$ cat src/wpm_pkg.sv
`timescale 1ns / 1ps
// ---------------------------------------------------------------------------
// wpm_pkg
// Shared types and constants for the wildcard pattern matcher.
// ---------------------------------------------------------------------------
package wpm_pkg;

  localparam int unsigned MaxPattern = 32;
  localparam int unsigned LenW       = $clog2(MaxPattern + 1);

  localparam logic [7:0] StarByte = 8'h2A;
  localparam logic [7:0] AnyByte  = 8'h3F;

  typedef enum logic [1:0] {
    OP_APPEND = 2'd0,
    OP_TEXT   = 2'd1,
    OP_END    = 2'd2,
    OP_CLEAR  = 2'd3
  } wpm_op_e;

  // per-cell control
  typedef struct packed {
    logic update;   // load the new row bit
    logic text;     // advance by a text byte (else rearm for empty text)
    logic wr;       // capture the incoming pattern byte
    logic active;   // cell lies inside the (new) pattern length
  } wpm_cell_ctrl_t;

endpackage

$ cat src/wpm_if.sv
`timescale 1ns / 1ps
// ---------------------------------------------------------------------------
// wpm_in_if / wpm_out_if
// Valid/ready channels for command items and match results.
// ---------------------------------------------------------------------------
interface wpm_in_if;
  logic       valid;
  logic       ready;
  logic [1:0] opcode;
  logic [7:0] symbol;

  modport source (output valid, output opcode, output symbol, input ready);
  modport sink   (input valid, input opcode, input symbol, output ready);
endinterface

interface wpm_out_if;
  logic valid;
  logic ready;
  logic matched;
  logic overflowed;

  modport source (output valid, output matched, output overflowed, input ready);
  modport sink   (input valid, input matched, input overflowed, output ready);
endinterface

$ cat src/wildcard_pattern_match.sv
`timescale 1ns / 1ps
// ---------------------------------------------------------------------------
// wildcard_pattern_match
// Whole-text matcher for patterns with '*' and '?', built as a cell chain.
// ---------------------------------------------------------------------------
//  channel  dir  payload               item
//  in_i     in   opcode[1:0] symbol[7:0] append / text / end / clear
//  out_o    out  matched overflowed    one per end item
//
// The new row for each item ripples through all MaxPattern cells in the
// cycle the item is taken, so the cell chain sets the clock period.
// An end item's result sits in an output register; the next item is taken
// while it waits unless the register is full and out_o.ready is low.
// After reset the pattern is empty and the row holds only bit zero.
// ---------------------------------------------------------------------------
module wildcard_pattern_match
  import wpm_pkg::*;
(
  input  logic      clk_i,
  input  logic      rst_ni,
  wpm_in_if.sink    in_i,
  wpm_out_if.source out_o
);

  logic            acc;
  wpm_op_e         op;
  logic [LenW-1:0] len_q, len_d;
  logic            ovf_q, ovf_d;
  logic            row0_q;
  logic            full;
  logic            out_valid_q, matched_q, overflowed_q;
  logic [MaxPattern:0] row;
  logic [MaxPattern:0] chain;

  assign op    = wpm_op_e'(in_i.opcode);
  assign in_i.ready = !out_valid_q || out_o.ready;
  assign acc   = in_i.valid && in_i.ready;
  assign full  = (len_q == LenW'(MaxPattern));

  always_comb begin
    len_d = len_q;
    ovf_d = ovf_q;
    if (acc) begin
      unique case (op)
        OP_APPEND: begin
          if (full) ovf_d = 1'b1;
          else      len_d = len_q + LenW'(1);
        end
        OP_CLEAR: begin
          len_d = '0;
          ovf_d = 1'b0;
        end
        default: ;
      endcase
    end
  end

  assign row[0]   = row0_q;
  assign chain[0] = (op != OP_TEXT);

  for (genvar j = 0; j < MaxPattern; j++) begin : g_cell
    wpm_cell_ctrl_t ctrl;
    assign ctrl.update = acc;
    assign ctrl.text   = (op == OP_TEXT);
    assign ctrl.wr     = acc && (op == OP_APPEND) && !full && (len_q == LenW'(j));
    assign ctrl.active = (LenW'(j) < len_d);

    wpm_cell u_cell (
      .clk_i,
      .rst_ni,
      .ctrl_i     (ctrl),
      .sym_i      (in_i.symbol),
      .prev_row_i (row[j]),
      .chain_i    (chain[j]),
      .row_o      (row[j+1]),
      .chain_o    (chain[j+1])
    );
  end

  always_ff @(posedge clk_i or negedge rst_ni) begin
    if (!rst_ni) begin
      len_q       <= '0;
      ovf_q       <= 1'b0;
      row0_q      <= 1'b1;
      out_valid_q <= 1'b0;
    end else begin
      len_q <= len_d;
      ovf_q <= ovf_d;
      if (acc) begin
        row0_q <= (op != OP_TEXT);
      end
      if (acc && op == OP_END) begin
        out_valid_q <= 1'b1;
      end else if (out_o.ready) begin
        out_valid_q <= 1'b0;
      end
    end
  end

  always_ff @(posedge clk_i) begin
    if (acc && op == OP_END) begin
      matched_q    <= !ovf_q && row[len_q];
      overflowed_q <= ovf_q;
    end
  end

  assign out_o.valid      = out_valid_q;
  assign out_o.matched    = matched_q;
  assign out_o.overflowed = overflowed_q;

  a_ovf_full: assert property (@(posedge clk_i) disable iff (!rst_ni)
    ovf_q |-> full) else $error("overflow with store not full");

  a_len_range: assert property (@(posedge clk_i) disable iff (!rst_ni)
    len_q <= LenW'(MaxPattern)) else $error("pattern length out of range");

  a_end_result: assert property (@(posedge clk_i) disable iff (!rst_ni)
    (acc && op == OP_END) |=> out_valid_q) else $error("end item gave no result");

  a_text_row0: assert property (@(posedge clk_i) disable iff (!rst_ni)
    (acc && op == OP_TEXT) |=> !row0_q) else $error("row bit zero set after text");

  a_rearm_row0: assert property (@(posedge clk_i) disable iff (!rst_ni)
    (acc && op != OP_TEXT) |=> row0_q) else $error("row not rearmed");

endmodule

$ cat src/wpm_cell.sv
`timescale 1ns / 1ps
// ---------------------------------------------------------------------------
// wpm_cell
// One pattern position: holds its pattern byte and its prefix-match bit.
// ---------------------------------------------------------------------------
module wpm_cell
  import wpm_pkg::*;
(
  input  logic           clk_i,
  input  logic           rst_ni,
  input  wpm_cell_ctrl_t ctrl_i,
  input  logic [7:0]     sym_i,
  input  logic           prev_row_i,  // current row bit of the left neighbor
  input  logic           chain_i,     // new row bit of the left neighbor
  output logic           row_o,
  output logic           chain_o
);

  logic [7:0] pat_q;
  logic       row_q, row_d;
  logic [7:0] eff;
  logic       is_star, is_any, cand;

  assign eff     = ctrl_i.wr ? sym_i : pat_q;
  assign is_star = (eff == StarByte);
  assign is_any  = (eff == AnyByte);

  always_comb begin
    if (ctrl_i.text) begin
      cand = is_star ? (row_q | chain_i) : (prev_row_i & (is_any | (eff == sym_i)));
    end else begin
      cand = is_star & chain_i;
    end
    row_d = ctrl_i.active & cand;
  end

  assign chain_o = row_d;
  assign row_o   = row_q;

  always_ff @(posedge clk_i) begin
    if (ctrl_i.wr) begin
      pat_q <= sym_i;
    end
  end

  always_ff @(posedge clk_i or negedge rst_ni) begin
    if (!rst_ni) begin
      row_q <= 1'b0;
    end else if (ctrl_i.update) begin
      row_q <= row_d;
    end
  end

endmodule
$ cat src/flat_wrapper.sv
// flat-port wrapper written by rule: the top's interface ports become plain ports
module wildcard_pattern_match_flat import wpm_pkg::*;
  (clk_i, rst_ni, in_i_valid, in_i_opcode, in_i_symbol, in_i_ready, out_o_valid, out_o_matched, out_o_overflowed, out_o_ready);
  wpm_in_if in_i_i ();
  wpm_out_if out_o_i ();
  input  logic clk_i;
  input  logic rst_ni;
  input wire logic [$bits(in_i_i.valid)-1:0] in_i_valid;
  input wire logic [$bits(in_i_i.opcode)-1:0] in_i_opcode;
  input wire logic [$bits(in_i_i.symbol)-1:0] in_i_symbol;
  output wire logic [$bits(in_i_i.ready)-1:0] in_i_ready;
  output wire logic [$bits(out_o_i.valid)-1:0] out_o_valid;
  output wire logic [$bits(out_o_i.matched)-1:0] out_o_matched;
  output wire logic [$bits(out_o_i.overflowed)-1:0] out_o_overflowed;
  input wire logic [$bits(out_o_i.ready)-1:0] out_o_ready;
  assign in_i_i.valid = in_i_valid;
  assign in_i_i.opcode = in_i_opcode;
  assign in_i_i.symbol = in_i_symbol;
  assign in_i_ready = in_i_i.ready;
  assign out_o_valid = out_o_i.valid;
  assign out_o_matched = out_o_i.matched;
  assign out_o_overflowed = out_o_i.overflowed;
  assign out_o_i.ready = out_o_ready;
  wildcard_pattern_match u_core (.clk_i(clk_i), .rst_ni(rst_ni), .in_i(in_i_i), .out_o(out_o_i));
endmodule
$ cat config.mk
export PLATFORM = sky130hd
export DESIGN_NAME = wildcard_pattern_match_flat
export DESIGN_NICKNAME = d
export VERILOG_FILES = /design/src/wpm_pkg.sv /design/src/wpm_if.sv /design/src/wildcard_pattern_match.sv /design/src/wpm_cell.sv /design/src/flat_wrapper.sv
export SDC_FILE = /design/constraint.sdc
export NUM_CORES = 1
export LEC_CHECK = 0
export CAP_MARGIN = 20
export CORE_MARGIN = 5
export CORE_UTILIZATION = 30
export DETAILED_ROUTE_END_ITERATION = 12
export DONT_BUFFER_PORTS = 1
export PLACE_DENSITY_LB_ADDON = 0.15
export SETUP_SLACK_MARGIN = 0.1
export SLEW_MARGIN = 30
export SYNTH_ARGS = -nofsm -noshare
export SYNTH_HDL_FRONTEND = slang
export SYNTH_SLANG_ARGS = --single-unit
$ cat constraint.sdc
create_clock -name clk_i -period 6.22 [get_ports clk_i]
set_input_delay 0.622 -clock clk_i [delete_from_list [all_inputs] [get_ports clk_i]]
set_output_delay 0.622 -clock clk_i [all_outputs]
set_load 0.01 [all_outputs]
==> results of run 1 <==
==> final timing paths <==
check                                              endpoint  depth (start not counted)                             start
max                          u_core.g_cell[31].u_cell.row_o                         18                u_core.out_o.valid
min                        u_core.g_cell[0].u_cell.pat_q[3]                          2                    in_i_symbol[3]
max reg2reg                  u_core.g_cell[31].u_cell.row_o                         18                u_core.out_o.valid
min reg2reg                u_core.g_cell[6].u_cell.pat_q[3]                          2  u_core.g_cell[6].u_cell.pat_q[3]
max in group asynchronous                     u_core.row0_q                          2                            rst_ni
min in group asynchronous    u_core.g_cell[30].u_cell.row_o                          2                            rst_ni
==> sequential cells by signal, summed over array words and instances (netlist names) <==
| signal | cells |
|---|---|
| u_core.out_o.valid | 1 |
| u_core.out_o.overflowed | 1 |
| u_core.row0_q | 1 |
| u_core.len_q | 6 |
| u_core.out_o.matched | 1 |
| u_core.ovf_q | 1 |
| u_core.g_cell.u_cell.pat_q | 256 |
| u_core.g_cell.u_cell.row_o | 32 |
==> synthesized netlist by cell type (15+ instances only) <==
| cell type | number | area [um^2] |
|---|---|---|
| dfrtp_1 | 40 | 1001 |
| xnor2_1 | 177 | 1550 |
| nand3_1 | 43 | 215.2 |
| o211ai_1 | 15 | 112.6 |
| nor3_1 | 29 | 145.1 |
| a21oi_1 | 48 | 240.2 |
| nand4b_1 | 26 | 227.7 |
| buf_2 | 31 | 155.2 |
| nand2_1 | 180 | 675.7 |
| clkbuf_1 | 73 | 274.0 |
| nand4_1 | 83 | 519.3 |
| mux2i_1 | 46 | 460.4 |
| nor4_1 | 40 | 250.2 |
| o21ai_0 | 87 | 435.4 |
| xor2_1 | 79 | 691.9 |
| nor2_1 | 101 | 379.1 |
| dfxtp_1 | 256 | 5125 |
| inv_1 | 58 | 217.7 |
| mux2_2 | 209 | 2354 |
==> per-stage QoR <==
stage	area (um^2)	setup slack, ns	utilization, %	total power, W
global placement	18670	0.5993	31.63	0.003063
detailed placement	18670	0.5136	31.63	0.003072
global route	19950	0.5287	33.80	0.005518
CTS	19950	0.8808	33.80	0.005340
finish	19950	0.8153	33.80	0.005269
floorplan	17900	1.593	-	0.002875
==> worst max-delay path: stages (launching register included) <==
cell      delay, ns
dfrtp_1        0.41
nor2b_1        0.14
buf_4          0.17
inv_4          0.33
nand2_1        0.31
o21ai_0        0.49
nand3_1        0.51
o22ai_1        0.58
nor4_1         0.13
nor4b_2        0.21
o21ai_1        0.39
nand2_2        0.17
a31oi_1        0.22
nor2_1         0.09
a221oi_1       0.32
o21ai_2        0.16
o31a_1         0.33
a21oi_1        0.19
a21oi_1        0.10
==> power breakdown <==
part	switching [W]	total, W	internal (W)
logic	0.000491	0.000842	0.000351
registers	0.000152	0.00221	0.00206
clock network	0.000869	0.00222	0.00135
==> cells by family (layout without fill, tap and decap cells) <==
logic type / after synthesis / in the layout
XOR/XNOR: 256 / 256
AND/OR/NAND/NOR: 633 / 633
buffers and inverters: 186 / 177
adder cells (fa/ha/maj): 8 / 8
flip-flops: 299 / 299
multiplexers: 267 / 267
AO/OA/AOI/OAI: 292 / 292
==> metal layers <==
layer	routed length (um)	up-vias	global-route usage, %	part of all wire (%)
met5	0	-	0	0
met4	1501	0	4.971	2.8
met3	2502	89	3.090	4.7
met2	24380	325	26.65	46
met1	24620	7007	21.78	46
li1	-	6934	-	-
==> what timing repair did <==
item | in CTS | in global routing
buffers inserted | 0 | 0
endpoints found under the hold margin | 41 | 0
gates resized for setup | 0 | 0
hold buffers | 2 | 0
==> placed cells by master (no fill, tap or decap), types with 14 or more instances in the layout <==
master     count
dfrtp_1       40
clkbuf_16     42
a21oi_1       48
xor2_1        79
nor3_1        29
o211ai_1      15
nor2_1       101
nand2_1      180
o31ai_1       14
mux2i_1       46
mux2_2       209
or3_1         14
nor4_1        40
nand4b_1      26
nand4_1       83
nand3_1       43
inv_1         58
dfxtp_1      256
xnor2_1      177
buf_4         45
o21ai_0       87
==> final cells by class <==
class	instances	area [um^2]	area share [%]
Timing Repair Buffer	47	375.4	1.881
Clock buffer	58	1141	5.720
Tap cell	773	967.2	4.848
Inverter	61	231.5	1.160
Sequential cell	299	6212	31.14
Clock inverter	11	103.9	0.5205
Multi-Input combinational cell	1456	10920	54.73
==> run summary, run 1 <==
Status -> finished, final reports clean
Multiplexer share of the synthesized area -> 17.12%
Width of the die -> 254.3 um
Nets -> 1,925
Die Height -> 254.3 um
Routed Wire Length -> 53.00 mm
Portion of the clock cycle consumed by the worst path in the final layout -> 86.89%
Mapped Area -> 0.01790 mm^2
Number of global-route vias before repair -> 14,260
Worst Path Arrival -> 5.84 ns
Ant diodes -> 0
Yosys warnings -> 0
Post-placement cell count -> 2,634
Max Transition Viols Final -> 0
Clock network latency to the later pin of the worst-skew pair -> 0.56 ns
Initial core utilization -> 30.33%
Compound-gate portion of the synthesized area -> 10.98%
Total of flip-flops plus latches after synthesis -> 299
Number of buffer cells added on primary ports -> 0
TritonCTS clock tree -> done
Power density cells -> 264.1 mW/mm^2
Fraction of final layout cells sized beyond drive strength 1 -> 19.41%
Count of antenna-violating nets left after detailed routing -> 0
Number of antenna violations at the first check in global routing -> 1
Row count -> 89
CTS max path bufs -> 3
Synth-to-layout area growth -> 11.44%
Peak supply drop -> 172.3 uV
Number of clock buffers inserted by TritonCTS -> 38
Post-route insts no fill -> 2,705
Main combinational cell family by area after synthesis -> simple AND/OR/NAND/NOR gates
Wirelength per Cell -> 19.59 um
Overall routing resource usage -> 16.24%
Synthesized net count -> 1,963
Path category of the worst min-delay check -> input port to flop
Via count -> 14,360
Number of enable flip-flop cells after synthesis -> 2
Clock-pin slew of the registers on the worst-case setup and hold paths -> 0.06 ns
Global-route wire length before repair -> 83.48 mm
Final Hold Violating Endpoints -> 0
Slew @ Worst Pin -> 0.7602 ns
Maximum operating frequency -> 0.1850 GHz
Static Leakage -> 8.119 nW
Fin Clk Skew -> 0.02484 ns
Post-synthesis xor/xnor area fraction -> 12.52%
IO Count -> 18
Kind of launch point of the worst setup path -> flop
Sinks on the clock net -> 299
Setup TNS Final -> 0 ns
Critical path fanouts, max -> 35
Per-instance average area after synthesis -> 9.223 um^2
Placeable core area -> 0.05902 mm^2
Synth Flop Type -> dfxtp_1
Endpoint kind of the worst setup timing path -> flop
CP Class -> flop to flop
Setup repair after global routing missed its margin -> no
Routability-driven placement congestion ratio -> 0.9089
Simple-gate share of the synthesized area -> 19.79%
Final HPWL from detailed placement -> 35.06 mm
H-Tree Level Count -> 2
Pin count of the biggest net entering global routing -> 73
Final setup vio count -> 0
Required time worst endpoint -> 6.66 ns
Synth Area in Adders -> 0.5591%
# fillers -> 6,101
Number of violations reported at the end of detailed-routing iteration 0 -> 926
CTS Root Cell -> clkbuf_16
Length of the first detailed-routing pass in iterations -> 4
Die area -> 0.06466 mm^2
Share of synthesized registers carrying an async set or reset -> 13.71%
Reg2Reg Setup Slack -> 0.82 ns
Residual DRC count -> 0
Worst hold margin -> 0.2236 ns
Tightest slew margin relative to the limit -> 48.85%
Post-DR vias/cell -> 5.307
Total congestion overflow -> 0
Synthesized netlist cell count -> 1,941
Max-capacitance violation count -> 0
Number of distinct library cell variants in the gate-level netlist after synthesis -> 106
Final worst path period need -> 5.405 ns
Proportion of synthesized chip area in sequential cells -> 34.70%
(Power assumes the default switching activity.)
==> run 2, diff against run 1 <==
==> constraint.sdc (replaced) <==
create_clock -name clk_i -period 6.22 [get_ports clk_i]
set_input_delay 0.311 -clock clk_i [delete_from_list [all_inputs] [get_ports clk_i]]
set_output_delay 0.311 -clock clk_i [all_outputs]
set_load 0.01 [all_outputs]
==> run summary, run 2 (synthesis results as in run 1) <==
TritonCTS clock tree -> done
Setup repair after global routing missed its margin -> no
Peak supply drop -> 163.0 uV
Power density cells -> 259.0 mW/mm^2
Global-route wire length before repair -> 90.74 mm
Die area -> 0.06466 mm^2
Critical path fanouts, max -> 15
IO Count -> 18
Fin Clk Skew -> 0.02484 ns
Kind of launch point of the worst setup path -> flop
Count of cells along the worst register-to-register path -> 18
Total congestion overflow -> 0
Count of antenna-violating nets left after detailed routing -> 0
Flip-flop count of the largest register after layout -> 256
Endpoint kind of the worst setup timing path -> flop
Nets -> 1,942
Static Leakage -> 8.226 nW
Clock-pin slew of the registers on the worst-case setup and hold paths -> 0.06 ns
Post-route cell area -> 0.02014 mm^2
Width of the die -> 254.3 um
Commonest non-fill, non-tap cells in the layout -> dfxtp_1, mux2_2, nand2_1, xnor2_1, nor2_1
Initial core utilization -> 30.33%
Synth-to-layout area growth -> 12.51%
Path category of the worst min-delay check -> input port to flop
Final HPWL from detailed placement -> 35.20 mm
Max-capacitance violation count -> 0
Residual DRC count -> 0
Final Hold Violating Endpoints -> 0
Endpoint of the lowest-slack register-to-register path -> u_core.g_cell[30].u_cell.row_o
Overall routing resource usage -> 17.97%
Fraction of final layout cells sized beyond drive strength 1 -> 20.32%
CTS Root Cell -> clkbuf_16
Area post-placement -> 0.01874 mm^2
Worst Min Path Start -> in_i_valid
Number of violations reported at the end of detailed-routing iteration 0 -> 1,009
Required time worst endpoint -> 6.63 ns
Sinks on the clock net -> 299
Final setup vio count -> 0
Slew @ Worst Pin -> 0.7542 ns
Final Core Density -> 34.13%
Post-CTS Hold Fix Bufs -> 10
Number of global-route vias before repair -> 14,780
Status -> finished, final reports clean
Die Height -> 254.3 um
Final worst path period need -> 5.376 ns
Reg2Reg Setup Slack -> 0.84 ns
Length of the first detailed-routing pass in iterations -> 6
Via count -> 14,760
Placeable core area -> 0.05902 mm^2
Total power after layout -> 0.005218 W
Max Transition Viols Final -> 0
Setup TNS Final -> 0 ns
Tightest slew margin relative to the limit -> 49.72%
Clock network latency to the later pin of the worst-skew pair -> 0.57 ns
Quantity of gates resized following cts -> 0
Row count -> 89
Worst reg2reg startpoint -> u_core.len_q[1]
Portion of the clock cycle consumed by the worst path in the final layout -> 86.43%
Post-CTS setup buffer count -> 0
H-Tree Level Count -> 2
Leading cell type in the layout, fill and taps excluded -> dfxtp_1
Pin count of the biggest net entering global routing -> 49
Top register by number of flip-flops -> u_core.g_cell.u_cell.pat_q
Worst Path Arrival -> 5.79 ns
Maximum operating frequency -> 0.1860 GHz
Number of antenna violations at the first check in global routing -> 0
CP Class -> flop to flop
Worst hold margin -> 0.08721 ns
Cell count of the worst hold path -> 1
Capture endpoint of the worst hold path -> u_core.out_o.overflowed
Number of buffer cells added on primary ports -> 0
Routed Wire Length -> 59.18 mm
Post-DR vias/cell -> 5.421
Ant diodes -> 0
Routability-driven placement congestion ratio -> 0.9143
Number of clock buffers inserted by TritonCTS -> 38
CTS max path bufs -> 3
Wirelength per Cell -> 21.74 um
[run 2: changes by cell type in the layout (fill, tap and decap cells not counted)]
cell,change
clkinv_1,-4
clkbuf_16,-3
bufinv_16,-2
clkinv_2,+6
clkbuf_8,+1
inv_6,+2
clkinv_4,-1
buf_16,+6
clkinv_8,+1
buf_12,+2
buf_4,+9
[run 2: worst max-delay path by stage]
stage,startpoint,end,slack (ns),cells after the start
global placement,in_i_opcode[0],u_core.g_cell[31].u_cell.row_o,1.03,19
detailed placement,in_i_opcode[0],u_core.g_cell[31].u_cell.row_o,0.94,20
finish,u_core.len_q[1],u_core.g_cell[30].u_cell.row_o,0.84,18
global route,u_core.len_q[1],u_core.g_cell[31].u_cell.row_o,0.58,18
CTS,u_core.len_q[1],u_core.g_cell[31].u_cell.row_o,0.90,17
floorplan,u_core.len_q[0],u_core.g_cell[31].u_cell.row_o,1.90,20
[run 2: cell type report]
cell class | count | area, um^2
clock buffers | 56 | 1080
clock inverters | 13 | 83.83
fillers | 6014 | 38880
inverters | 61 | 231.5
multi-input cells | 1456 | 10920
flip-flops and latches | 299 | 6212
well taps | 773 | 967.2
repair buffers | 64 | 648.1
[run 2: stage by stage]
stage          instances  worst slack (ns)
6_report            2722            0.8442
5_1_grt             2722            0.5754
4_1_cts             2722            0.9006
3_5_place_dp        2643            0.9422
3_3_place_gp        2643             1.027
2_1_floorplan       1941             1.895
[run 2: worst max-delay path, stage by stage, from the launching register on]
cell       delay, ns
dfrtp_1         0.66
ha_1            0.65
nand3_1         0.17
and2_1          0.19
o21ai_1         0.28
and2_1          0.28
inv_1           0.18
o22ai_1         0.53
or3_1           0.24
nor4_1          0.05
and3_1          0.21
or3_1           0.41
a41oi_1         0.34
o31ai_4         0.15
a2bb2oi_2       0.17
o21ai_2         0.10
o31a_1          0.33
a21oi_1         0.18
o21ai_1         0.08
[run 2: layer usage]
layer / vias up / global-route usage [%] / part of all wire, %
met2: 387 / 29.74 / 47
met5: - / 0 / 0
met1: 7285 / 24.11 / 45
li1: 6989 / - / -
met4: 0 / 5.661 / 2.7
met3: 96 / 2.978 / 5.0
[run 2: power by group]
group	internal, W	switching, W	total (W)	leakage (nW)
sequential	0.00206	0.000162	0.00222	2.65
combinational	0.000374	0.000528	0.000901	5.00
clock	0.00121	0.000887	0.00210	0.580
total	0.00364	0.00158	0.00522	8.23
